### src/design/cdsg_pkg.sv
package cdsg_pkg;

  // Sizing
  localparam int MAX_RESULTS = 64;
  localparam int COORD_WIDTH = 32;
  localparam int CNT_W       = $clog2(MAX_RESULTS + 1);
  localparam int LEN_W       = 24;
  localparam int SAT_W       = 50;
  localparam int ADDR_W      = 3;
  localparam int DATA_W      = 32;

  // Thresholds in raw Q16.16 units
  localparam logic [LEN_W:0] SMALL_Q = 25'd6;
  localparam logic [LEN_W:0] HALF_Q  = 25'd32768;

  // Register indexes (paddr[2])
  localparam logic REG_DASH_LENGTH = 1'b0;
  localparam logic REG_DASH_GAP    = 1'b1;

  typedef struct packed {
    logic signed [31:0] start_x;
    logic signed [31:0] start_y;
    logic signed [31:0] start_z;
    logic signed [31:0] end_x;
    logic signed [31:0] end_y;
    logic signed [31:0] end_z;
    logic               final_pair;
  } in_item_t;

  typedef struct packed {
    logic signed [31:0] seg_start_x;
    logic signed [31:0] seg_start_y;
    logic signed [31:0] seg_start_z;
    logic signed [31:0] seg_end_x;
    logic signed [31:0] seg_end_y;
    logic signed [31:0] seg_end_z;
    logic               last_of_pair;
    logic               set_end;
  } out_item_t;

  // Controller to datapath
  typedef struct packed {
    logic       load;
    logic       sq_en;
    logic [1:0] sq_idx;
    logic       sqrt_init;
    logic       sqrt_step;
    logic       div_init;
    logic       div_step;
    logic [1:0] div_comp;
    logic       loop_init;
    logic       adv_pair;
    logic       adv_tail;
    logic       mul_en;
    logic [1:0] mul_ph;
    logic [2:0] mul_idx;
    logic       push_a;
    logic       push_b;
    logic       push_line;
    logic       flush;
  } cmd_t;

  // Datapath to controller
  typedef struct packed {
    logic len_small;
    logic gap_small;
    logic lenq_small;
    logic loop_go;
    logic tail_go;
  } stat_t;

  // Clamp to the signed coordinate range, keep the 32-bit field
  function automatic logic signed [31:0] sat_coord(input logic signed [SAT_W-1:0] v);
    logic signed [SAT_W-1:0] hi;
    logic signed [SAT_W-1:0] lo;
    logic signed [SAT_W-1:0] c;
    hi = SAT_W'((64'sd1 <<< (COORD_WIDTH - 1)) - 64'sd1);
    lo = -hi - SAT_W'(1);
    if (v > hi) c = hi;
    else if (v < lo) c = lo;
    else c = v;
    return c[31:0];
  endfunction

endpackage

### src/design/cdsg_regs.sv
module cdsg_regs (
  input  logic                       clk,
  input  logic                       rst_n,
  input  logic                       psel,
  input  logic                       penable,
  input  logic                       pwrite,
  input  logic [cdsg_pkg::ADDR_W-1:0] paddr,
  input  logic [cdsg_pkg::DATA_W-1:0] pwdata,
  output logic [cdsg_pkg::DATA_W-1:0] prdata,
  output logic                       pready,
  output logic [cdsg_pkg::LEN_W-1:0]  dash_length,
  output logic [cdsg_pkg::LEN_W-1:0]  gap_length
);
  import cdsg_pkg::*;

  logic [LEN_W-1:0] dash_length_r;
  logic [LEN_W-1:0] gap_length_r;
  logic             wr_en;

  assign pready = 1'b1;
  assign wr_en  = psel & penable & pwrite;

  // Take register writes in the access phase
  always_ff @(posedge clk) begin
    if (!rst_n) begin
      dash_length_r <= 24'd26214;
      gap_length_r  <= 24'd22938;
    end else if (wr_en) begin
      case (paddr[2])
        REG_DASH_LENGTH: dash_length_r <= pwdata[LEN_W-1:0];
        REG_DASH_GAP:    gap_length_r  <= pwdata[LEN_W-1:0];
        default: ;
      endcase
    end
  end

  // Read back
  always_comb begin
    case (paddr[2])
      REG_DASH_LENGTH: prdata = DATA_W'(dash_length_r);
      REG_DASH_GAP:    prdata = DATA_W'(gap_length_r);
      default:         prdata = '0;
    endcase
  end

  assign dash_length = dash_length_r;
  assign gap_length  = gap_length_r;

endmodule

### config.mk
export PLATFORM = sky130hd
export DESIGN_NAME = cdsg_regs
export DESIGN_NICKNAME = d
export VERILOG_FILES = /design/src/design/cdsg_pkg.sv /design/src/design/cdsg_regs.sv
export SDC_FILE = /design/constraint.sdc
export NUM_CORES = 1
export LEC_CHECK = 0
export BUFFER_PORTS_ARGS = -buffer_cell sky130_fd_sc_hd__buf_2
export CAP_MARGIN = 10
export CORE_MARGIN = 5
export CORE_UTILIZATION = 23
export CTS_CLUSTER_DIAMETER = 100
export CTS_CLUSTER_SIZE = 12
export DETAILED_ROUTE_END_ITERATION = 6
export SLEW_MARGIN = 20
export SYNTH_ARGS = -nofsm -noshare
export SYNTH_HDL_FRONTEND = slang
export SYNTH_SLANG_ARGS = --single-unit
### constraint.sdc
create_clock -name clk -period 1.62 [get_ports clk]
set_clock_uncertainty 0.1 [all_clocks]
set_input_delay 0 -clock clk [delete_from_list [all_inputs] [get_ports clk]]
set_output_delay 0 -clock clk [all_outputs]
set_load 0.01 [all_outputs]
==> results.txt <==
The run finished with clean final reports. TritonCTS built the clock tree. The number of failing hold endpoints at the final stage came out at 0. The library cell used most frequently in the layout, excluding fill and tap cells, is sky130_fd_sc_hd__buf_2. The signed area change from the synthesized netlist to the final layout came out at 40.10%.

In this run the critical register-to-register path is launched from gap_length[2]. The highest achievable clock rate came out at 0.8717 GHz. The layout has 1051 filler cells.

Clock latency on the worst-skew pair, taken at its later pin, is 0.29 ns. The worst pin sits at a relative slew slack of 63.90%. The number of placed instances, taps included came out at 457. The boundary pin count is 121. The worst setup path is launched from a flop. For this run, the register share of the synthesized area comes to 41.45%. Detailed placement ended at an HPWL of 4.450 mm. For this design, the sink count on the clock tree is 48.

The via count of the first global-routing pass came out at 2040. The filler-free cell count of the finished design is 488. For this design the ratio of total power to cell area is 721.7 mW/mm2. The worst hold path terminates at dash_length[4]. The count of buffers from port buffering is 101. The tree is rooted in a sky130_fd_sc_hd__clkbuf_8. The count of nets after finishing is 395. The tool flagged a number of max-cap violations equal to 0.

The combined flip-flop and latch cell area came out at 960.9 um2. The routed length per placed instance came out at 12.73 um. The initial antenna violation count came to 0. The vertical die dimension is 110.4 um. The endpoint arrival time on the critical path came out at 1.05 ns.

The detailed router finished its first iteration with 65 violations. The internal reg-to-reg setup slack is 0.87 ns. Summed over all layers, the routed wires come to 6.213 mm. The area of the multi-input gates is 0.001201 mm2. The first TritonRoute pass finished after 4 iterations. In this run, distinct cell masters in the synthesized netlist total 14. At the end of routability-driven placement, the weighted congestion stood at 0.6931. The cell count after synthesis is 235. The fraction of layout cells with a size suffix above 1 is 39.44%. Dividing the synthesized area by the synthesized cell count gives 9.866 um2. In this run the critical register-to-register path is captured at gap_length[2]. In this run the horizontal extent of the chip is 110.4 um.

The core footprint is 0.009819 mm2. The detailed-route vias per instance came out at 4.064. The total negative setup slack is 0 ns.

The required arrival time at the worst endpoint came out at 1.52 ns. The top cell types in the final layout, fill and taps aside, are sky130_fd_sc_hd__buf_2 (101), sky130_fd_sc_hd__nand2_1 (54), sky130_fd_sc_hd__mux2i_1 (48), sky130_fd_sc_hd__dfxtp_1 (48), sky130_fd_sc_hd__nor2b_1 (30). The number of cells on the worst hold path came out at 3.

The total track usage is 10.35%. The number of rows created at floorplan is 36. Of the available clock period, the critical path in the final layout requires 70.81%. The number of flip-flops and latches in the synthesized netlist came out at 48. The diode insertion count for antenna repair came out at 0. The via count of the routed design came out at 1983. By startpoint and endpoint, the worst setup path is classified as reg -> out. The maximum vdd ir drop is 264.8 uV. The time the worst path needs with I/O delays and setup is 1.147 ns. The total of endpoints with negative setup slack in the final report came out at 0.

The final count of pins violating max slew came to 0. On the critical path, the stage with the largest delay is an instance of sky130_fd_sc_hd__dfxtp_1. The analysis attributes to cell leakage a power of 1.433 nW. The type of the tightest min-delay check is in -> reg. The worst stage delay on the critical path is 0.35 ns. The worst hold path begins at rst_n. The clock tree buffer depth is 2. Entering global routing, the biggest net connects 39 pins. The initial utilization of the core area, before any placement, comes to 23.61%.

The worst setup path is captured at an output port. The summed instance area of the synthesized netlist came out at 0.002318 mm2. The overall die area is 0.01219 mm2. The total number of H-tree levels came out at 2. The residual DRC count is 0. The transition time at the pin with the least slew margin came out at 0.5399 ns. The aggregate global routing overflow is 0. In this run, CTS created clock tree buffers numbering 5.

The count of yosys warnings during synthesis came out at 0. The clock-pin slew of the registers on the worst-case setup and hold paths came out at 0.09 ns. Buffers added to address setup during post-CTS repair amount to 0. The critical path goes through mux2_2 -> buf_2. The number of cell instances on the worst register-to-register path came out at 2. Setup repair after global routing left no endpoint under its margin.

Along the worst path, the maximum fanout reaches 3. The final antenna-violating net count is 0. The global-route wire length before repair is 10.56 mm.
[sequential cells by signal (all words and copies together), names as in the netlist]
signal	count
dash_length	24
gap_length	24
[worst max-delay path: cells and delay by family, from the launching register on]
kind | cells | cell delay, ns
flops | 1 | 0.35
buf+inv | 1 | 0.14
mux | 1 | 0.27
[cell usage after synthesis, drive strengths merged]
cell     n  share of area, %
and4     1              0.38
and4b    1              0.43
buf     18               6.6
clkbuf   8               1.3
conb     2              0.32
dfxtp   48                41
mux2    24                12
mux2i   48                21
nand2   54               8.7
nand4    1              0.27
nor2b   30               8.1
[timing repair]
item / in CTS / in global routing
endpoints found under the hold margin: 48 / 0
hold buffers: 24 / 0
gates resized for setup: 0 / 0
[power breakdown]
| part | leakage (nW) | switching [mW] | total (mW) | internal (mW) |
|---|---|---|---|---|
| logic | 0.993 | 0.171 | 0.356 | 0.185 |
| registers | 0.389 | 0.0189 | 1.22 | 1.21 |
| clock network | 0.0503 | 0.383 | 0.764 | 0.381 |
[logic make-up (layout without fill, tap and decap cells)]
family	Yosys count	in the layout	share of synthesized area, %
other	2	9	0.3239
AND/OR/NAND/NOR	87	87	17.92
flip-flops	48	48	41.45
buffers and inverters	26	139	7.933
multiplexers	72	72	32.38
[through the flow]
step	total power, mW	worst slack, ns	util, %	cell area [um2]	hold slack, ns
final	2.344	0.4729	33.08	3248	0.09880
after global routing	2.498	0.4097	33.08	3248	0.1261
after CTS	2.425	0.4376	33.08	3248	0.08311
after detailed placement	1.568	0.2991	29.65	2912	0.1711
after global placement	1.561	0.3593	29.65	2912	0.1617
after floorplan	1.458	0.6518	-	2345	0.04212
[layer usage]
layer	global-route usage, %	vias to the layer above	wire length [um]
met5	0	-	0
met4	1.970	0	24
met3	3.173	2	311
met2	19.46	52	3328
met1	11.44	936	2549
li1	-	993	-
[how the worst max path moves through the flow]
| stage | start | to | depth (start not counted) |
|---|---|---|---|
| detailed placement | paddr[2] | gap_length[23] | 4 |
| floorplan | paddr[2] | dash_length[21] | 5 |
| CTS | gap_length[2] | prdata[2] | 2 |
| global placement | paddr[2] | gap_length[1] | 4 |
| global route | gap_length[11] | prdata[11] | 2 |
| finish | gap_length[2] | prdata[2] | 2 |
[area by class of cell]
type | instances | share of cell area (%)
Multi-Input combinational cell | 168 | 36.98
Sequential cell | 48 | 29.58
Timing Repair Buffer | 132 | 25.35
Tap cell | 133 | 5.123
Clock buffer | 7 | 2.966
Power figures use the tool's default switching activity.
