## config.mk

```make
export PLATFORM = sky130hd
export DESIGN_NAME = cdsg_ctrl
export DESIGN_NICKNAME = d
export VERILOG_FILES = /design/src/design/cdsg_pkg.sv /design/src/design/cdsg_ctrl.sv
export SDC_FILE = /design/constraint.sdc
export NUM_CORES = 1
export LEC_CHECK = 0
export ABC_AREA = 1
export BUFFER_PORTS_ARGS = -buffer_cell sky130_fd_sc_hd__buf_2
export CAP_MARGIN = 20
export CORE_MARGIN = 5
export CORE_UTILIZATION = 59
export CTS_CLUSTER_DIAMETER = 30
export DETAILED_ROUTE_END_ITERATION = 6
export GPL_TIMING_DRIVEN = 0
export PLACE_DENSITY = 0.8
export SLEW_MARGIN = 20
export SYNTH_ARGS = -nofsm -noshare
export SYNTH_HDL_FRONTEND = slang
export SYNTH_SLANG_ARGS = --single-unit
```

## constraint.sdc

```tcl
create_clock -name clk -period 2.8 [get_ports clk]
set_clock_uncertainty 0.15 [all_clocks]
set_input_delay 0.28 -clock clk [delete_from_list [all_inputs] [get_ports clk]]
set_output_delay 0.28 -clock clk [all_outputs]
set_load 0.05 [all_outputs]
```

## src/design/cdsg_pkg.sv

```systemverilog
package cdsg_pkg;

  // Sizing
  localparam int MAX_RESULTS = 64;
  localparam int COORD_WIDTH = 32;
  localparam int CNT_W       = $clog2(MAX_RESULTS + 1);
  localparam int LEN_W       = 24;
  localparam int SAT_W       = 50;
  localparam int ADDR_W      = 3;
  localparam int DATA_W      = 32;

  // Thresholds in raw Q16.16 units
  localparam logic [LEN_W:0] SMALL_Q = 25'd6;
  localparam logic [LEN_W:0] HALF_Q  = 25'd32768;

  // Register indexes (paddr[2])
  localparam logic REG_DASH_LENGTH = 1'b0;
  localparam logic REG_DASH_GAP    = 1'b1;

  typedef struct packed {
    logic signed [31:0] start_x;
    logic signed [31:0] start_y;
    logic signed [31:0] start_z;
    logic signed [31:0] end_x;
    logic signed [31:0] end_y;
    logic signed [31:0] end_z;
    logic               final_pair;
  } in_item_t;

  typedef struct packed {
    logic signed [31:0] seg_start_x;
    logic signed [31:0] seg_start_y;
    logic signed [31:0] seg_start_z;
    logic signed [31:0] seg_end_x;
    logic signed [31:0] seg_end_y;
    logic signed [31:0] seg_end_z;
    logic               last_of_pair;
    logic               set_end;
  } out_item_t;

  // Controller to datapath
  typedef struct packed {
    logic       load;
    logic       sq_en;
    logic [1:0] sq_idx;
    logic       sqrt_init;
    logic       sqrt_step;
    logic       div_init;
    logic       div_step;
    logic [1:0] div_comp;
    logic       loop_init;
    logic       adv_pair;
    logic       adv_tail;
    logic       mul_en;
    logic [1:0] mul_ph;
    logic [2:0] mul_idx;
    logic       push_a;
    logic       push_b;
    logic       push_line;
    logic       flush;
  } cmd_t;

  // Datapath to controller
  typedef struct packed {
    logic len_small;
    logic gap_small;
    logic lenq_small;
    logic loop_go;
    logic tail_go;
  } stat_t;

  // Clamp to the signed coordinate range, keep the 32-bit field
  function automatic logic signed [31:0] sat_coord(input logic signed [SAT_W-1:0] v);
    logic signed [SAT_W-1:0] hi;
    logic signed [SAT_W-1:0] lo;
    logic signed [SAT_W-1:0] c;
    hi = SAT_W'((64'sd1 <<< (COORD_WIDTH - 1)) - 64'sd1);
    lo = -hi - SAT_W'(1);
    if (v > hi) c = hi;
    else if (v < lo) c = lo;
    else c = v;
    return c[31:0];
  endfunction

endpackage

```

## src/design/cdsg_ctrl.sv

```systemverilog
module cdsg_ctrl (
  input  logic            clk,
  input  logic            rst_n,
  input  logic            start,
  input  cdsg_pkg::stat_t stat,
  output cdsg_pkg::cmd_t  cmd,
  output logic            busy
);
  import cdsg_pkg::*;

  typedef enum logic [3:0] {
    S_IDLE, S_SQ, S_ROOT, S_CHECK, S_DIV, S_LOOP, S_PROJ, S_EMIT_A, S_EMIT_B, S_FLUSH
  } state_t;

  state_t           state_r;
  logic [5:0]       cnt_r;
  logic [2:0]       sub_r;
  logic [1:0]       comp_r;
  logic [CNT_W-1:0] k_r;
  logic             tail_r;
  logic             room;

  assign room = k_r < CNT_W'(MAX_RESULTS);
  assign busy = state_r != S_IDLE;

  // Sequence one point pair
  always_ff @(posedge clk) begin
    if (!rst_n) begin
      state_r <= S_IDLE;
      cnt_r   <= '0;
      sub_r   <= '0;
      comp_r  <= '0;
      k_r     <= '0;
      tail_r  <= 1'b0;
    end else begin
      case (state_r)
        S_IDLE: begin
          cnt_r <= '0;
          k_r   <= '0;
          if (start) state_r <= S_SQ;
        end
        S_SQ: begin
          cnt_r <= cnt_r + 6'd1;
          if (cnt_r == 6'd3) begin
            cnt_r   <= '0;
            state_r <= S_ROOT;
          end
        end
        S_ROOT: begin
          cnt_r <= cnt_r + 6'd1;
          if (cnt_r == 6'd32) state_r <= S_CHECK;
        end
        S_CHECK: begin
          cnt_r  <= '0;
          comp_r <= '0;
          if (stat.len_small) state_r <= S_FLUSH;
          else if (!stat.gap_small) state_r <= S_DIV;
          else begin
            if (!stat.lenq_small) k_r <= k_r + CNT_W'(1);
            state_r <= S_FLUSH;
          end
        end
        S_DIV: begin
          cnt_r <= cnt_r + 6'd1;
          if (cnt_r == 6'd32) begin
            cnt_r <= '0;
            if (comp_r == 2'd2) state_r <= S_LOOP;
            else comp_r <= comp_r + 2'd1;
          end
        end
        S_LOOP: begin
          cnt_r <= '0;
          sub_r <= '0;
          if (stat.loop_go && room) begin
            tail_r  <= 1'b0;
            state_r <= S_PROJ;
          end else if (room && stat.tail_go) begin
            tail_r  <= 1'b1;
            state_r <= S_PROJ;
          end else begin
            state_r <= S_FLUSH;
          end
        end
        S_PROJ: begin
          cnt_r <= cnt_r + 6'd1;
          if (cnt_r == 6'd2) begin
            cnt_r <= '0;
            if (sub_r == 3'd5) state_r <= S_EMIT_A;
            else sub_r <= sub_r + 3'd1;
          end
        end
        S_EMIT_A: begin
          if (room) k_r <= k_r + CNT_W'(1);
          state_r <= S_EMIT_B;
        end
        S_EMIT_B: begin
          if (room) k_r <= k_r + CNT_W'(1);
          state_r <= tail_r ? S_FLUSH : S_LOOP;
        end
        S_FLUSH: state_r <= S_IDLE;
        default: state_r <= S_IDLE;
      endcase
    end
  end

  // Decode datapath commands
  always_comb begin
    cmd          = '0;
    cmd.sq_idx   = cnt_r[1:0];
    cmd.div_comp = comp_r;
    cmd.mul_ph   = cnt_r[1:0];
    cmd.mul_idx  = sub_r;
    case (state_r)
      S_IDLE:   cmd.load = start;
      S_SQ:     cmd.sq_en = 1'b1;
      S_ROOT: begin
        cmd.sqrt_init = cnt_r == 6'd0;
        cmd.sqrt_step = cnt_r != 6'd0;
      end
      S_CHECK: begin
        cmd.loop_init = !stat.len_small && !stat.gap_small;
        cmd.push_line = !stat.len_small && stat.gap_small && !stat.lenq_small;
      end
      S_DIV: begin
        cmd.div_init = cnt_r == 6'd0;
        cmd.div_step = cnt_r != 6'd0;
      end
      S_LOOP: begin
        cmd.adv_pair = stat.loop_go && room;
        cmd.adv_tail = !(stat.loop_go && room) && room && stat.tail_go;
      end
      S_PROJ:   cmd.mul_en = 1'b1;
      S_EMIT_A: cmd.push_a = room;
      S_EMIT_B: cmd.push_b = room;
      S_FLUSH:  cmd.flush = 1'b1;
      default: ;
    endcase
  end

endmodule

```

==> reports/metrics.yaml <==
die:
  io_pins: 32
  die_h_um: 63.5
  rows: 19
  dieWidth_um: 63.5
  die-area_sq_um: 4040
  initial_core_util_pct: 61.3
  core_area_sq_um: 2760
global_route:
  grtUsageTotal_pct: 19.5
  gr-total-overflow: 0
  grt_pass1_vias: 1551
  grt_max_degree: 14
  antenna_found_initial: 0
  grt_pass1_wl_um: 6640
worst_setup_path:
  endpoint_kind: "primary output"
  cpMaxStageDelayCell: "dfxtp_1"
  crit_path_frequent_cell: "buf_2"
  crit_fanout: 8
  cp_data_required_time_ps: 2370
  critical_path_class: "flip-flop to primary output"
  critPathMaxStageDelay_ps: 330
  cp_data_arrival_time_ps: 1680
  crit_path_cell_trace: "buf_2 -> nand2_1 -> nor2_2 -> inv_1 -> nor2_1 -> buf_2"
  critPathLaunchType: "flip-flop"
routing:
  first_iter_violations: 88
  viasPerCell: 5.13
  drc: 0
  ant_nets: 0
  drt-total-wl_um: 3830
  drt-pass1-iter-count: 4
  wl_per_cell_um: 11.2
  route.vias.total: 1754
final_layout:
  fin_area_sq_um: 1910
  drive_above_1_share_pct: 22.2
  final_core_util_pct: 69.3
  finalNetCount: 327
  syn2layout_area_growth_pct: 13.1
  antenna_cells: 0
timing:
  max_slew.worst_pin.slew_ps: 557
  drv_slew: 0
  period_minus_slack_ps: 2110
  setup_violations: 0
  worst_slack_ps: 686
  period_share_pct: 75.5
  final_hold_viol_count: 0
  fin_setup_tns_ps: 0
  fmax_ghz: 0.473
  maxSlewHeadroom_pct: 62.9
  rsz0062_at_grt: "no"
place:
  portBuffers: 31
  dpl-instance-area_sq_um: 1880
  dp_hpwl_um: 3050
  dp_slack_ps: 1060
  gp_congestion: 0.900
synth:
  synth_seq_area_share_pct: 27.2
  synth_cells: 276
  synth_area_leaders: "dfxtp_1 27%, nand2_1 16%, inv_1 8.7%"
  ys_types: 26
  synth_top_area_share_pct: 27.2
  synth.net_count: 291
  synth_common_cells: "74 x nand2_1, 39 x inv_1, 32 x nor2_1, 23 x dfxtp_1, 23 x nand3_1"
  async_flop_share_pct: 0
  ys_ff_latch: 23
  yosys.cell_count.top_type: "nand2_1"
  yosys_warnings: 0
  synth_area_per_cell_sq_um: 6.12
  synth_edf_count: 0
  syn-cell-area_sq_um: 1690
  synth_top_area_cell: "dfxtp_1"
  ys.flop_type: "dfxtp_1"
pwr:
  seqPwrFrac_pct: 28.4
  power_frac_clock_pct: 12.0
  peakVddDrop_v: 0.000768
  share_comb_of_total_power_pct: 59.7
  sw_frac_of_total_pct: 53.5
  p_sw_uw: 737
  p_int_uw: 640
  powerDensity_nw_per_um2: 720
  leakagePower_uw: 0.00105
cts:
  clk_latency_ps: 320
  cts.reportedPaths.clkPinSlew_ps: 140
  clk_path_buf_depth: 2
  h-tree-depth: 1
  postCtsSetupBuffers: 0
  numClockSinks: 23
  cts_hold_buf: 0
  cts_tree: "done"
  cts_resized: 0
  cts_made_buffers: 3
  cts-root-buf: "clkbuf_4"
outcome:
  outcome: "complete, no violations"
min_path:
  holdCritPathClass: "primary input to flip-flop"
job:
  max_cap_viol_count: 0
[metrics by stage]
step	power, uW	hold WS (ps)	cells
after floorplan	1060	251	276
after global placement	1210	317	338
after detailed placement	1220	327	338
after CTS	1380	91.5	342
after global routing	1490	82.8	342
final	1380	94.8	342
[worst paths after layout]
check	depth (start not counted)	end	slack, ps	start
worst max-delay path	6	cmd[11]	690	state_r[0]
worst min-delay path	3	state_r[0]	90	rst_n
worst max register to register	8	state_r[0]	1100	cnt_r[3]
worst min register to register	2	tail_r	350	tail_r
[power groups by stage]
stage	sequential [uW]	clock, uW	combinational (uW)
after global routing	398	190	903
after global placement	397	0	818
after detailed placement	399	0	818
after CTS	391	170	821
after floorplan	392	0	668
final	391	165	822
[layout make-up]
| type | instances | area [sq um] |
|---|---|---|
| multi-input combinational | 200 | 1010 |
| fill | 266 | 846 |
| sequential | 23 | 460 |
| inverter | 47 | 176 |
| timing repair buffer | 31 | 155 |
| buffer | 6 | 38.8 |
| tap | 31 | 38.8 |
| clock buffer | 3 | 22.5 |
| clock inverter | 1 | 5.00 |
[layer usage]
layer / global-route usage (%) / wire [um] / vias to the layer above
met1: 25.2 / 1780 / 771
met5: 0 / 0 / -
met4: 4.68 / 51 / 0
li1: - / - / 931
met3: 2.84 / 224 / 7
met2: 33.6 / 1770 / 45
[flip-flops by register name, summed over array words and instances, names as in the netlist]
signal   cells
sub_r        3
cnt_r        6
k_r          7
tail_r       1
comp_r       2
state_r      4
[critical path, delay by kind of cell (launching register included)]
family	cells	cell delay (ps)
buffers and inverters	3	560
flip-flops	1	330
AND/OR/NAND/NOR	3	470
[cells by family (layout without fill, tap and decap cells)]
logic type,Yosys count,count (layout),share of synthesized area (%)
simple gates,154,154,40.4
buf+inv,53,88,12.7
compound gates,33,33,11.3
flops,23,23,27.2
fa+ha+maj,7,7,5.18
xor+xnor,6,6,3.11
[cells in the final DEF, fill, tap and decap left out, types with 2 or more instances in the layout]
cell type / count
a21oi_1: 18
a21oi_2: 3
buf_2: 32
buf_4: 4
clkbuf_4: 3
dfxtp_1: 23
ha_1: 7
inv_1: 39
inv_2: 7
nand2_1: 74
nand2_2: 7
nand3_1: 23
nand3_2: 2
nand4_1: 5
nor2_1: 32
nor2_2: 6
nor2_4: 2
nor3_1: 3
o21ai_0: 8
xnor2_1: 2
xor2_1: 4
Power figures use the tool's default switching activity.
